<file path="src/design/hbws_pkg.sv">
// ----------------------------------------------------------------------------
// hbws_pkg
// Types and constants shared by the heartbeat watchdog supervisor files.
// ----------------------------------------------------------------------------
package hbws_pkg;

   localparam int unsigned SEQ_W      = 31;
   localparam int unsigned TICK_W     = 32;
   localparam int unsigned CNT_W      = 32;
   localparam int unsigned TIMEOUT_W  = 31;

   localparam logic [TIMEOUT_W-1:0] TIMEOUT_RESET = 31'd1000;
   localparam logic [TIMEOUT_W-1:0] TIMEOUT_MIN   = 31'd1;

   // item kind
   typedef enum logic [1:0] {
      MODE_POST  = 2'd0,
      MODE_TICK  = 2'd1,
      MODE_CLEAR = 2'd2,
      MODE_NONE  = 2'd3
   } mode_type;

   // stop reason encoding
   typedef enum logic [1:0] {
      REASON_NONE     = 2'd0,
      REASON_BOOT     = 2'd1,
      REASON_DISARMED = 2'd2,
      REASON_TIMEOUT  = 2'd3
   } reason_type;

   typedef struct packed {
      logic [1:0]        mode;
      logic              heartbeat_mode;
      logic [TICK_W-1:0] tick_stamp;
   } req_item_type;

   typedef struct packed {
      logic              done_res;
      logic              stop_fired;
      logic [1:0]        stop_reason;
      logic              motion_permitted;
      logic              timeout_active;
      logic              timeout_latched;
      logic [CNT_W-1:0]  accepted_heartbeats;
      logic [CNT_W-1:0]  timeouts_seen;
      logic [1:0]        last_stop_reason;
   } rsp_item_type;

endpackage

</file>
<file path="src/design/hbws_if.sv">
// ----------------------------------------------------------------------------
// hbws channel interfaces
// Valid/ready channels for requests, results and the timeout register.
// ----------------------------------------------------------------------------
interface hbws_req_if;
   logic                         valid;
   logic                         ready;
   logic [1:0]                   mode;
   logic                         heartbeat_mode;
   logic [hbws_pkg::TICK_W-1:0]  tick_stamp;

   modport source (output valid, output mode, output heartbeat_mode, output tick_stamp,
                   input ready);
   modport sink   (input valid, input mode, input heartbeat_mode, input tick_stamp,
                   output ready);
endinterface

interface hbws_rsp_if;
   logic                        valid;
   logic                        ready;
   logic                        done_res;
   logic                        stop_fired;
   logic [1:0]                  stop_reason;
   logic                        motion_permitted;
   logic                        timeout_active;
   logic                        timeout_latched;
   logic [hbws_pkg::CNT_W-1:0]  accepted_heartbeats;
   logic [hbws_pkg::CNT_W-1:0]  timeouts_seen;
   logic [1:0]                  last_stop_reason;

   modport source (output valid, output done_res, output stop_fired, output stop_reason,
                   output motion_permitted, output timeout_active,
                   output timeout_latched, output accepted_heartbeats,
                   output timeouts_seen, output last_stop_reason, input ready);
   modport sink   (input valid, input done_res, input stop_fired, input stop_reason,
                   input motion_permitted, input timeout_active,
                   input timeout_latched, input accepted_heartbeats,
                   input timeouts_seen, input last_stop_reason, output ready);
endinterface

interface hbws_csr_if;
   logic                            valid;
   logic                            ready;
   logic [hbws_pkg::TIMEOUT_W-1:0]  data;

   modport source (output valid, output data, input ready);
   modport sink   (input valid, input data, output ready);
endinterface

</file>
<file path="src/design/hbws_in_stage.sv">
// ----------------------------------------------------------------------------
// hbws_in_stage
// Input register: captures one request item and holds it until the core
// takes it.
// ----------------------------------------------------------------------------
module hbws_in_stage (
   input  logic                   clock,
   input  logic                   reset,
   input  logic                   req_valid,
   output logic                   req_ready,
   input  hbws_pkg::req_item_type req_item,
   input  logic                   advance,
   output logic                   item_valid,
   output hbws_pkg::req_item_type item
);

   logic                   valid_ff, valid_in;
   hbws_pkg::req_item_type item_ff;
   logic                   take;

   // free slot, or the held item leaves this cycle
   assign req_ready = !valid_ff || advance;
   assign take      = req_valid && req_ready;

   always_comb begin
      valid_in = valid_ff;
      if (take) begin
         valid_in = 1'b1;
      end else if (advance) begin
         valid_in = 1'b0;
      end
   end

   always_ff @(posedge clock) begin
      if (reset) begin
         valid_ff <= 1'b0;
      end else begin
         valid_ff <= valid_in;
      end
   end

   // payload, no reset
   always_ff @(posedge clock) begin
      if (take) begin
         item_ff <= req_item;
      end
   end

   assign item_valid = valid_ff;
   assign item       = item_ff;

endmodule

</file>
<file path="src/design/hbws_core.sv">
// ----------------------------------------------------------------------------
// hbws_core
// Watchdog state, the per-item update logic and the result register.
// ----------------------------------------------------------------------------
module hbws_core (
   input  logic                            clock,
   input  logic                            reset,
   input  logic                            item_valid,
   input  hbws_pkg::req_item_type          item,
   output logic                            advance,
   input  logic                            csr_write,
   input  logic [hbws_pkg::TIMEOUT_W-1:0]  csr_data,
   output logic                            rsp_valid,
   input  logic                            rsp_ready,
   output hbws_pkg::rsp_item_type          rsp_item
);

   // watchdog state
   logic [hbws_pkg::TIMEOUT_W-1:0] timeout_ff, timeout_in;
   logic [hbws_pkg::SEQ_W-1:0]     seq_ff, seq_in;
   logic [hbws_pkg::TICK_W-1:0]    posted_ff, posted_in;
   logic [hbws_pkg::TICK_W-1:0]    consumed_ff, consumed_in;
   logic [hbws_pkg::TICK_W-1:0]    healthy_ff, healthy_in;
   logic                           armed_ff, armed_in;
   logic                           active_ff, active_in;
   logic                           latched_ff, latched_in;
   logic [hbws_pkg::CNT_W-1:0]     beats_ff, beats_in;
   logic [hbws_pkg::CNT_W-1:0]     touts_ff, touts_in;
   hbws_pkg::reason_type           cause_ff, cause_in;

   // result register
   logic                           out_valid_ff, out_valid_in;
   hbws_pkg::rsp_item_type         out_ff, out_in;

   logic                           done;
   logic                           fired;
   hbws_pkg::reason_type           reason;
   logic [hbws_pkg::SEQ_W-1:0]     seq_next;
   logic [hbws_pkg::TICK_W-1:0]    elapsed;

   assign advance  = item_valid && (!out_valid_ff || rsp_ready);
   assign seq_next = seq_ff + 1'b1;

   // timeout register write, zero stored as one
   always_comb begin
      timeout_in = timeout_ff;
      if (csr_write) begin
         timeout_in = (csr_data == '0) ? hbws_pkg::TIMEOUT_MIN : csr_data;
      end
   end

   // item update
   always_comb begin
      seq_in      = seq_ff;
      posted_in   = posted_ff;
      consumed_in = consumed_ff;
      healthy_in  = healthy_ff;
      armed_in    = armed_ff;
      active_in   = active_ff;
      latched_in  = latched_ff;
      beats_in    = beats_ff;
      touts_in    = touts_ff;
      cause_in    = cause_ff;
      done        = 1'b0;
      fired       = 1'b0;
      reason      = hbws_pkg::REASON_NONE;
      elapsed     = '0;

      case (hbws_pkg::mode_type'(item.mode))
         hbws_pkg::MODE_POST: begin
            seq_in    = seq_next;
            posted_in = {seq_next, item.heartbeat_mode};
            done      = 1'b1;
         end
         hbws_pkg::MODE_TICK: begin
            // consume a changed mailbox word
            if (posted_ff != consumed_ff) begin
               consumed_in = posted_ff;
               if (posted_ff[0]) begin
                  healthy_in = item.tick_stamp;
                  beats_in   = beats_ff + 1'b1;
                  armed_in   = 1'b1;
                  active_in  = 1'b0;
               end else begin
                  armed_in = 1'b0;
                  cause_in = hbws_pkg::REASON_DISARMED;
                  fired    = 1'b1;
                  reason   = hbws_pkg::REASON_DISARMED;
               end
            end
            // elapsed time against the healthy stamp after any consume this tick
            elapsed = item.tick_stamp - healthy_in;
            // timeout check
            if (armed_in && (elapsed >= {1'b0, timeout_ff})) begin
               active_in  = 1'b1;
               latched_in = 1'b1;
               touts_in   = touts_ff + 1'b1;
               armed_in   = 1'b0;
               cause_in   = hbws_pkg::REASON_TIMEOUT;
               fired      = 1'b1;
               reason     = hbws_pkg::REASON_TIMEOUT;
            end
            done = fired;
         end
         hbws_pkg::MODE_CLEAR: begin
            if (!active_ff) begin
               latched_in = 1'b0;
               done       = 1'b1;
            end
         end
         default: begin
            done = 1'b0;
         end
      endcase
   end

   // result built from the updated state
   always_comb begin
      out_in.done_res            = done;
      out_in.stop_fired          = fired;
      out_in.stop_reason         = reason;
      out_in.motion_permitted    = armed_in;
      out_in.timeout_active      = active_in;
      out_in.timeout_latched     = latched_in;
      out_in.accepted_heartbeats = beats_in;
      out_in.timeouts_seen       = touts_in;
      out_in.last_stop_reason    = cause_in;
   end

   always_comb begin
      out_valid_in = out_valid_ff;
      if (advance) begin
         out_valid_in = 1'b1;
      end else if (rsp_ready) begin
         out_valid_in = 1'b0;
      end
   end

   // control and state registers
   always_ff @(posedge clock) begin
      if (reset) begin
         timeout_ff   <= hbws_pkg::TIMEOUT_RESET;
         seq_ff       <= '0;
         posted_ff    <= '0;
         consumed_ff  <= '0;
         healthy_ff   <= '0;
         armed_ff     <= 1'b0;
         active_ff    <= 1'b0;
         latched_ff   <= 1'b0;
         beats_ff     <= '0;
         touts_ff     <= '0;
         cause_ff     <= hbws_pkg::REASON_BOOT;
         out_valid_ff <= 1'b0;
      end else begin
         timeout_ff   <= timeout_in;
         out_valid_ff <= out_valid_in;
         if (advance) begin
            seq_ff      <= seq_in;
            posted_ff   <= posted_in;
            consumed_ff <= consumed_in;
            healthy_ff  <= healthy_in;
            armed_ff    <= armed_in;
            active_ff   <= active_in;
            latched_ff  <= latched_in;
            beats_ff    <= beats_in;
            touts_ff    <= touts_in;
            cause_ff    <= cause_in;
         end
      end
   end

   // result payload, no reset
   always_ff @(posedge clock) begin
      if (advance) begin
         out_ff <= out_in;
      end
   end

   assign rsp_valid = out_valid_ff;
   assign rsp_item  = out_ff;

   // checks
   a_reason_only_on_stop: assert property (@(posedge clock) disable iff (reset)
      (out_valid_ff && !out_ff.stop_fired) |-> (out_ff.stop_reason == hbws_pkg::REASON_NONE))
      else $error("stop reason without a stop");

   a_stop_disarms: assert property (@(posedge clock) disable iff (reset)
      (out_valid_ff && out_ff.stop_fired) |-> !out_ff.motion_permitted)
      else $error("motion permitted after a stop");

   a_active_latched: assert property (@(posedge clock) disable iff (reset)
      active_ff |-> latched_ff)
      else $error("active timeout without latch");

   a_timeout_nonzero: assert property (@(posedge clock) disable iff (reset)
      timeout_ff != '0)
      else $error("timeout register is zero");

   a_armed_not_active: assert property (@(posedge clock) disable iff (reset)
      armed_ff |-> !active_ff)
      else $error("armed while a timeout is active");

endmodule

</file>
<file path="src/design/heartbeat_watchdog_supervisor.sv">
// ----------------------------------------------------------------------------
// heartbeat_watchdog_supervisor
// Heartbeat watchdog: mailbox posts, supervising ticks and latch clears.
// ----------------------------------------------------------------------------
//  channel    direction  payload
//  req_chan   in         mode, heartbeat_mode, tick_stamp
//  rsp_chan   out        done_res ... last_stop_reason, one item per request
//  csr_chan   in         timeout limit write data
//
//  An accepted request passes through the input register, then the update
//  logic and the result register. One item per cycle sustained while the
//  results are taken; the subtract and compare of the timeout check set the
//  stage length.
//  Reset is synchronous; the timeout limit returns to 1000, last stop reason boot.
//  A stalled result holds the core; the input register then fills and
//  req_chan.ready drops.
// ----------------------------------------------------------------------------
module heartbeat_watchdog_supervisor (
   input  logic        clock,
   input  logic        reset,
   hbws_req_if.sink    req_chan,
   hbws_rsp_if.source  rsp_chan,
   hbws_csr_if.sink    csr_chan
);

   hbws_pkg::req_item_type req_item;
   hbws_pkg::req_item_type item;
   hbws_pkg::rsp_item_type rsp_item;
   logic                   item_valid;
   logic                   advance;
   logic                   csr_write;

   assign req_item.mode           = req_chan.mode;
   assign req_item.heartbeat_mode = req_chan.heartbeat_mode;
   assign req_item.tick_stamp     = req_chan.tick_stamp;

   assign csr_chan.ready = 1'b1;
   assign csr_write      = csr_chan.valid;

   hbws_in_stage u_in_stage (
      .clock      (clock),
      .reset      (reset),
      .req_valid  (req_chan.valid),
      .req_ready  (req_chan.ready),
      .req_item   (req_item),
      .advance    (advance),
      .item_valid (item_valid),
      .item       (item)
   );

   hbws_core u_core (
      .clock      (clock),
      .reset      (reset),
      .item_valid (item_valid),
      .item       (item),
      .advance    (advance),
      .csr_write  (csr_write),
      .csr_data   (csr_chan.data),
      .rsp_valid  (rsp_chan.valid),
      .rsp_ready  (rsp_chan.ready),
      .rsp_item   (rsp_item)
   );

   assign rsp_chan.done_res            = rsp_item.done_res;
   assign rsp_chan.stop_fired          = rsp_item.stop_fired;
   assign rsp_chan.stop_reason         = rsp_item.stop_reason;
   assign rsp_chan.motion_permitted    = rsp_item.motion_permitted;
   assign rsp_chan.timeout_active      = rsp_item.timeout_active;
   assign rsp_chan.timeout_latched     = rsp_item.timeout_latched;
   assign rsp_chan.accepted_heartbeats = rsp_item.accepted_heartbeats;
   assign rsp_chan.timeouts_seen       = rsp_item.timeouts_seen;
   assign rsp_chan.last_stop_reason    = rsp_item.last_stop_reason;

endmodule

</file>
<file path="src/flat_wrapper.sv">
// flat-port wrapper written by rule: the top's interface ports become plain ports
module heartbeat_watchdog_supervisor_flat 
  (clock, reset, req_chan_valid, req_chan_mode, req_chan_heartbeat_mode, req_chan_tick_stamp, req_chan_ready, rsp_chan_valid, rsp_chan_done_res, rsp_chan_stop_fired, rsp_chan_stop_reason, rsp_chan_motion_permitted, rsp_chan_timeout_active, rsp_chan_timeout_latched, rsp_chan_accepted_heartbeats, rsp_chan_timeouts_seen, rsp_chan_last_stop_reason, rsp_chan_ready, csr_chan_valid, csr_chan_data, csr_chan_ready);
  hbws_req_if req_chan_i ();
  hbws_rsp_if rsp_chan_i ();
  hbws_csr_if csr_chan_i ();
  input  logic clock;
  input  logic reset;
  input wire logic [$bits(req_chan_i.valid)-1:0] req_chan_valid;
  input wire logic [$bits(req_chan_i.mode)-1:0] req_chan_mode;
  input wire logic [$bits(req_chan_i.heartbeat_mode)-1:0] req_chan_heartbeat_mode;
  input wire logic [$bits(req_chan_i.tick_stamp)-1:0] req_chan_tick_stamp;
  output wire logic [$bits(req_chan_i.ready)-1:0] req_chan_ready;
  output wire logic [$bits(rsp_chan_i.valid)-1:0] rsp_chan_valid;
  output wire logic [$bits(rsp_chan_i.done_res)-1:0] rsp_chan_done_res;
  output wire logic [$bits(rsp_chan_i.stop_fired)-1:0] rsp_chan_stop_fired;
  output wire logic [$bits(rsp_chan_i.stop_reason)-1:0] rsp_chan_stop_reason;
  output wire logic [$bits(rsp_chan_i.motion_permitted)-1:0] rsp_chan_motion_permitted;
  output wire logic [$bits(rsp_chan_i.timeout_active)-1:0] rsp_chan_timeout_active;
  output wire logic [$bits(rsp_chan_i.timeout_latched)-1:0] rsp_chan_timeout_latched;
  output wire logic [$bits(rsp_chan_i.accepted_heartbeats)-1:0] rsp_chan_accepted_heartbeats;
  output wire logic [$bits(rsp_chan_i.timeouts_seen)-1:0] rsp_chan_timeouts_seen;
  output wire logic [$bits(rsp_chan_i.last_stop_reason)-1:0] rsp_chan_last_stop_reason;
  input wire logic [$bits(rsp_chan_i.ready)-1:0] rsp_chan_ready;
  input wire logic [$bits(csr_chan_i.valid)-1:0] csr_chan_valid;
  input wire logic [$bits(csr_chan_i.data)-1:0] csr_chan_data;
  output wire logic [$bits(csr_chan_i.ready)-1:0] csr_chan_ready;
  assign req_chan_i.valid = req_chan_valid;
  assign req_chan_i.mode = req_chan_mode;
  assign req_chan_i.heartbeat_mode = req_chan_heartbeat_mode;
  assign req_chan_i.tick_stamp = req_chan_tick_stamp;
  assign req_chan_ready = req_chan_i.ready;
  assign rsp_chan_valid = rsp_chan_i.valid;
  assign rsp_chan_done_res = rsp_chan_i.done_res;
  assign rsp_chan_stop_fired = rsp_chan_i.stop_fired;
  assign rsp_chan_stop_reason = rsp_chan_i.stop_reason;
  assign rsp_chan_motion_permitted = rsp_chan_i.motion_permitted;
  assign rsp_chan_timeout_active = rsp_chan_i.timeout_active;
  assign rsp_chan_timeout_latched = rsp_chan_i.timeout_latched;
  assign rsp_chan_accepted_heartbeats = rsp_chan_i.accepted_heartbeats;
  assign rsp_chan_timeouts_seen = rsp_chan_i.timeouts_seen;
  assign rsp_chan_last_stop_reason = rsp_chan_i.last_stop_reason;
  assign rsp_chan_i.ready = rsp_chan_ready;
  assign csr_chan_i.valid = csr_chan_valid;
  assign csr_chan_i.data = csr_chan_data;
  assign csr_chan_ready = csr_chan_i.ready;
  heartbeat_watchdog_supervisor u_core (.clock(clock), .reset(reset), .req_chan(req_chan_i), .rsp_chan(rsp_chan_i), .csr_chan(csr_chan_i));
endmodule
</file>
<file path="config.mk">
export PLATFORM = sky130hd
export DESIGN_NAME = heartbeat_watchdog_supervisor_flat
export DESIGN_NICKNAME = d
export VERILOG_FILES = /design/src/design/hbws_pkg.sv /design/src/design/hbws_if.sv /design/src/design/hbws_in_stage.sv /design/src/design/hbws_core.sv /design/src/design/heartbeat_watchdog_supervisor.sv /design/src/flat_wrapper.sv
export SDC_FILE = /design/constraint.sdc
export NUM_CORES = 1
export LEC_CHECK = 0
export BUFFER_PORTS_ARGS = -buffer_cell sky130_fd_sc_hd__buf_2
export CAP_MARGIN = 20
export CORE_MARGIN = 8
export CORE_UTILIZATION = 52
export CTS_BUF_LIST = sky130_fd_sc_hd__clkbuf_16
export CTS_CLUSTER_SIZE = 16
export DETAILED_ROUTE_END_ITERATION = 6
export PLACE_DENSITY = 0.71
export SKIP_CTS_REPAIR_TIMING = 1
export SYNTH_ARGS = -nofsm -noshare
export SYNTH_HDL_FRONTEND = slang
export SYNTH_SLANG_ARGS = --single-unit
export TNS_END_PERCENT = 1
</file>
<file path="constraint.sdc">
create_clock -name clock -period 7.2 [get_ports clock]
set_clock_uncertainty 0.05 [all_clocks]
set_input_delay 0.36 -clock clock [delete_from_list [all_inputs] [get_ports clock]]
set_output_delay 0.36 -clock clock [all_outputs]
set_load 0.005 [all_outputs]
</file>
==> results.toml, run 1 <==
[power_and_ir_drop]
power.switching_w = 0.0009516
intPower_w = 0.002912
max-vdd-ir-drop_uv = 194.5
clkPwrFrac = 0.423
cellLeakagePower_nw = 7.204
pwr-share-seq = 0.479
finalPower_w = 0.003863
pwr_density_cell_mw_per_mm2 = 212.5
combPwrFrac = 0.098
switching_share = 0.2463

[floorplan]
ios = 147
fp.dieH_um = 189.4
start_util = 0.5272
die_w_um = 189.4
row_count = 63
die_area_mm2 = 0.03585
core-area_mm2 = 0.02964

[placement]
numPortBuffers = 145
dp_slack_ns = 0.08710
place_congestion = 0.8823
dp_hpwl_mm = 24.73

[min_path]
hp-class = "input port to flop"
worst_hold_path.num_cells = 3
hp-start = "req_chan_valid"
hold_end = "u_core.u_in_stage.item_valid"

[detailed_routing]
drc_errors = 0
drt_iter0_drc = 827
viasPerCell = 5.499
ant_nets = 0
firstDrtPassIters = 5
drt-wirelength-per-cell_um = 16.28
via_count = 12152
routed_wl_mm = 35.98

[worst_setup_path]
rr_endpoint = "u_core.u_core.rsp_item[3]"
r2r_setup_slack_ns = 0.38
cp.arrival_ns = 7.04
worstPathRequired_ns = 7.42
cp-start-kind = "flop"
critPathCaptureType = "flop"
reg2reg_from = "u_core.u_core.consumed_ff[26]"
worstPathMaxFanout = 18
critPathKind = "flop to flop"
rr_worst_depth = 27

[finish]
final_cell_mix = "196 x nor2_1, 195 x dfxtp_1, 153 x nand2_1"
nFillCells = 2526
nets = 1935
layout_commonest_cell = "nor2_1"
syn_to_final_growth_pct = 16.33
seqCellArea_mm2 = 0.007181
n_antenna_cell = 0
multi_input_area_mm2 = 0.007940
drive_gt1_frac = 0.1500

[timing]
worst_pin_slew_ns = 1.051
finalHoldViolations = 0
setup_viol_count_final = 0
fin_ws_ns = 0.3776
rsz0062_at_grt = "yes"
fin_crit_sh = 0.9476
max_freq_mhz = 146.6
min_period_ns = 6.822
slew_violations = 0
slew_headroom = 0.2991
timing.hold.ws_ns = 0.009829

[outcome]
status = "finished, final reports clean"

[synth]
yosysWarningCount = 0
synth_area_mm2 = 0.01563
ys_seq_area_frac = 0.4593
yosys.cell_types.count = 62
syn-num-nets = 1781
synth_cells = 1640
synth_flop_cell = "dfxtp_1"
synth_edf_count = 107
syn_avg_cell_area_um2 = 9.528
ys_async_sr_fraction = 0
synth-seq-cells = 305

[clocking]
cts_buffers = 34
cts_sinks = 305
clkTransAtPathRegs_ns = 0.06
h-tree-depth = 2
insertion_delay_ns = 0.52
cts_tree = "built"
root_buffer = "clkbuf_16"
cts.path.max_buffers = 3

[global_route]
antenna_found_initial = 0
grt_usage = 0.1913
grt.overflow.total = 0
grt_pass1_wl_mm = 57.64
grt_max_degree = 90
grt_pass1_vias = 11777

[run]
maxCapViolations = 0
==> per-layer routing <==
layer,part of all wire,GRT usage,routed length (um),up-vias
met3,0.060,0.03845,2164,60
met4,0.022,0.05652,783,0
li1,-,-,-,6042
met1,0.44,0.2416,15780,5729
met5,0,0,0,-
met2,0.48,0.3264,17250,321
==> worst max path at each step <==
stage / startpoint / to
after CTS: u_core.u_core.posted_ff[0] / u_core.u_core.touts_ff[24]
after floorplan: u_core.u_core.seq_ff[3] / u_core.u_core.rsp_item[3]
final: u_core.u_core.consumed_ff[26] / u_core.u_core.rsp_item[3]
after global placement: u_core.u_core.posted_ff[0] / u_core.u_core.touts_ff[24]
after global routing: u_core.u_core.consumed_ff[26] / u_core.u_core.rsp_item[1]
after detailed placement: u_core.u_core.posted_ff[0] / u_core.u_core.touts_ff[24]
==> stage by stage <==
stage,area (um2),TNS [ns],instances,util
detailed placement,16680,0,2111,0.5629
finish,18180,0,2210,0.6133
global placement,16680,0,2111,0.5629
floorplan,15630,0,1640,-
global route,18180,-0.4233,2210,0.6133
CTS,17740,0,2173,0.5985
==> layout make-up <==
cell class / count / share of cell area
Sequential cell: 305 / 0.3950
Clock inverter: 27 / 0.009774
Timing Repair Buffer: 201 / 0.07014
Clock buffer: 35 / 0.04818
Multi-Input combinational cell: 1188 / 0.4368
Tap cell: 390 / 0.02684
Inverter: 64 / 0.01328
==> registers in the layout, indices dropped and copies added (netlist names), 2 cells and up <==
signal and cells:
u_core.u_core.beats_ff 32, u_core.u_core.cause_ff 2, u_core.u_core.consumed_ff 32, u_core.u_core.healthy_ff 32, u_core.u_core.rsp_item 72, u_core.u_core.seq_ff 31, u_core.u_core.timeout_ff 31, u_core.u_core.touts_ff 32
u_core.u_in_stage.item 35
==> cell usage after synthesis, types with 2 or more instances <==
cell,n,area share
a21boi_0,2,0.00096
o31ai_1,10,0.0048
and4_1,8,0.0045
o21ai_0,31,0.0099
or2_2,8,0.0032
clkbuf_1,62,0.015
buf_4,2,0.00096
edfxtp_1,107,0.21
buf_1,9,0.0022
a2111oi_0,3,0.0017
nor3_1,41,0.013
inv_1,63,0.015
mux2_2,22,0.016
o21a_1,6,0.0029
nand2_1,153,0.037
a21o_1,26,0.012
a221oi_1,2,0.0011
nand2b_1,7,0.0028
o2111ai_1,2,0.0011
xor2_1,109,0.061
xnor2_1,67,0.038
ha_1,69,0.055
nand3_1,46,0.015
and3_1,29,0.012
a31oi_1,4,0.0016
buf_2,8,0.0026
dfxtp_1,198,0.25
nor4_2,2,0.0016
or3_1,14,0.0056
and2_1,9,0.0036
a21oi_1,85,0.027
a211oi_1,11,0.0053
nor2b_1,24,0.0096
o311ai_0,3,0.0017
nor2_1,198,0.048
a41o_1,3,0.0019
or4_1,11,0.0053
o211ai_1,10,0.0048
buf_6,2,0.0014
mux2i_1,88,0.056
o41ai_1,2,0.0011
nand4_1,24,0.0096
o21bai_1,6,0.0029
nor4_1,36,0.014
==> worst max-delay path, stage by stage (launching register included) <==
cell and delay (ns):
dfxtp_1 0.32, xor2_1 0.17, nor4_2 0.35, nand4_1 0.29, o21a_4 0.37, buf_12 0.19, mux2i_1 0.13, ha_1 0.34
a21o_1 0.17, a21oi_1 0.18, o21bai_1 0.12, a2111oi_1 0.41, a21oi_1 0.15, or4_1 0.51, a41o_1 0.25, a21oi_1 0.17
xnor2_1 0.12, ha_1 0.29, o21ai_0 0.07, nand2b_1 0.10, nand2_1 0.07, nor3_1 0.20, a21oi_1 0.14, and4_1 0.17
a211o_2 0.42, or2_2 0.36, inv_1 0.11, mux2_2 0.34
==> cells by family (layout without fill, tap and decap cells) <==
logic type / count (synthesis) / count (layout) / synth area share
xor+xnor: 176 / 176 / 0.09865
buf+inv: 147 / 327 / 0.03739
simple gates: 613 / 613 / 0.1856
other cells: 1 / 1 / 0.0002400
compound gates: 218 / 218 / 0.09008
mux: 110 / 110 / 0.07222
fa+ha+maj: 70 / 70 / 0.05653
flops: 305 / 305 / 0.4593
==> power groups by stage <==
stage                     clock network [W]  registers (W)  logic [W]
after detailed placement                  0        0.00189   0.000351
after floorplan                           0        0.00188   0.000241
final                               0.00163        0.00185   0.000378
after CTS                           0.00167        0.00185   0.000353
after global placement                    0        0.00189   0.000345
after global routing                0.00175        0.00185   0.000423
Note: power is estimated with default switching activity, not from simulation.
==> run 2, diff against run 1 <==
Settings changed: CELL_PAD_IN_SITES_DETAIL_PLACEMENT from default to 0, CELL_PAD_IN_SITES_GLOBAL_PLACEMENT from default to 1, CORE_UTILIZATION 52 to 42, PLACE_DENSITY 0.71 to 0.74.
==> run 2 against run 1 <==
Sequential power about the same. First-iteration DRC count shrank 32%. Cell area up 0.76%. Routed wire length increased by 1.2%. Sequential share of layout area decreased by 0.29 points. Worst hold slack got worse by 0.0022 ns. Maximum frequency grew 1.8%. Largest power group unchanged. Highest routed layer unchanged. Non-clock buffer count stayed put. Combinational power barely moved. Die area up 22%.
==> results.toml, run 2 (same netlist as run 1, synthesis figures left out) <==
[detailed_routing]
ant_nets = 0
drt_iter0_drc = 559
viasPerCell = 5.249
firstDrtPassIters = 5
routed_wl_mm = 36.41
drc_errors = 0
via_count = 12020
drt-wirelength-per-cell_um = 15.90

[timing]
rsz0062_at_grt = "yes"
timing.hold.ws_ns = 0.007635
min_period_ns = 6.702
finalHoldViolations = 0
slew_violations = 0
worst_pin_slew_ns = 0.9792
tns_ns = 0
fin_ws_ns = 0.4980
slew_headroom = 0.3448
max_freq_mhz = 149.2
setup_viol_count_final = 0
fin_crit_sh = 0.9308

[worst_setup_path]
crit_family = "compound AO/OA/AOI/OAI gates"
slowest_delay_ns = 0.50
critPathCaptureType = "flop"
path_buf_inv = 3
critPathKind = "flop to flop"
cp.arrival_ns = 6.94
cp-start-kind = "flop"
worstPathMaxFanout = 15
worstPathRequired_ns = 7.44
cpMostUsedCell = "a21oi_1"
crit_slowest_cell = "or4_1"

[global_route]
grt_pass1_wl_mm = 59.48
antenna_found_initial = 2
grt_max_degree = 82
grt_usage = 0.1622
grt.overflow.total = 0
grt_pass1_vias = 11754

[floorplan]
die_w_um = 208.9
fp.dieH_um = 208.9
start_util = 0.4268
core-area_mm2 = 0.03661
die_area_mm2 = 0.04363
row_count = 70
ios = 147

[outcome]
status = "finished, final reports clean"

[placement]
place_congestion = 0.8678
numPortBuffers = 145
dp_hpwl_mm = 25.63
dp_slack_ns = 0.04440

[min_path]
hp-class = "input port to flop"

[clocking]
cts_tree = "built"
cts.path.max_buffers = 3
root_buffer = "clkbuf_16"
clkTransAtPathRegs_ns = 0.06
cts_buffers = 35
insertion_delay_ns = 0.54
cts_sinks = 305
h-tree-depth = 2

[power_and_ir_drop]
pwr_density_cell_mw_per_mm2 = 211.9
cellLeakagePower_nw = 7.205
max-vdd-ir-drop_uv = 157.2

[finish]
layout_commonest_cell = "nor2_1"
syn_to_final_growth_pct = 17.22
postLayoutCoreUtil = 0.5003
nets = 1936
drive_gt1_frac = 0.1509
n_antenna_cell = 0
nFillCells = 3427
final_cell_mix = "196 x nor2_1, 194 x dfxtp_1, 153 x nand2_1"
largest_register_ff_count = 72

[run]
maxCapViolations = 0
run 2: cell types whose count changed in the layout (fill, tap and decap cells not counted), moves of 2 or more:
cell,previous run,this run
nor4_2,10,12
a21oi_2,0,2
nor4_1,28,26
clkinv_1,4,9
buf_6,1,3
clkinv_2,10,7
a21oi_1,85,83
buf_4,21,19
run 2: worst paths after layout:
check	startpoint	endpoint	slack [ns]	depth (start not counted)
worst max-delay path	u_core.u_core.consumed_ff[29]	u_core.u_core.rsp_item[3]	0.50	29
worst min register to register	u_core.u_core.healthy_ff[24]	u_core.u_core.healthy_ff[24]	0.40	2
worst min-delay path	req_chan_valid	u_core.u_in_stage.item_valid	0.008	3
worst max register to register	u_core.u_core.consumed_ff[29]	u_core.u_core.rsp_item[3]	0.50	29
run 2: final cells by class:
class	count	area [um2]	share of cell area
clock buffers	35	875.8	0.04782
clock inverters	29	198.9	0.01086
inverters	64	241.5	0.01318
multi-input cells	1188	7965	0.4349
flip-flops and latches	305	7182	0.3921
well taps	468	585.6	0.03197
repair buffers	201	1267	0.06920
run 2: per-layer routing:
| layer | up-vias | part of all wire | track usage |
|---|---|---|---|
| met4 | 0 | 0.021 | 0.04860 |
| met5 | - | 0 | 0 |
| met3 | 53 | 0.044 | 0.02724 |
| met2 | 203 | 0.47 | 0.2753 |
| li1 | 6044 | - | - |
| met1 | 5720 | 0.46 | 0.2095 |
run 2: where the power goes:
group	switching [W]	total, W	internal (W)
registers	0.0000231	0.00185	0.00183
clock network	0.000723	0.00166	0.000932
logic	0.000223	0.000376	0.000154
total	0.000969	0.00388	0.00291
run 2: through the flow:
step / power, W / cells / cell area (um2)
detailed placement: 0.002247 / 2189 / 16770
floorplan: 0.002125 / 1640 / 15630
CTS: 0.003925 / 2253 / 17840
finish: 0.003882 / 2290 / 18320
global route: 0.004049 / 2290 / 18320
global placement: 0.002240 / 2189 / 16770
run 2: tightest hold or removal path: stages:
cell and delay [ns]:
buf_2 0.08, a21oi_1 0.03, nor2_1 0.07
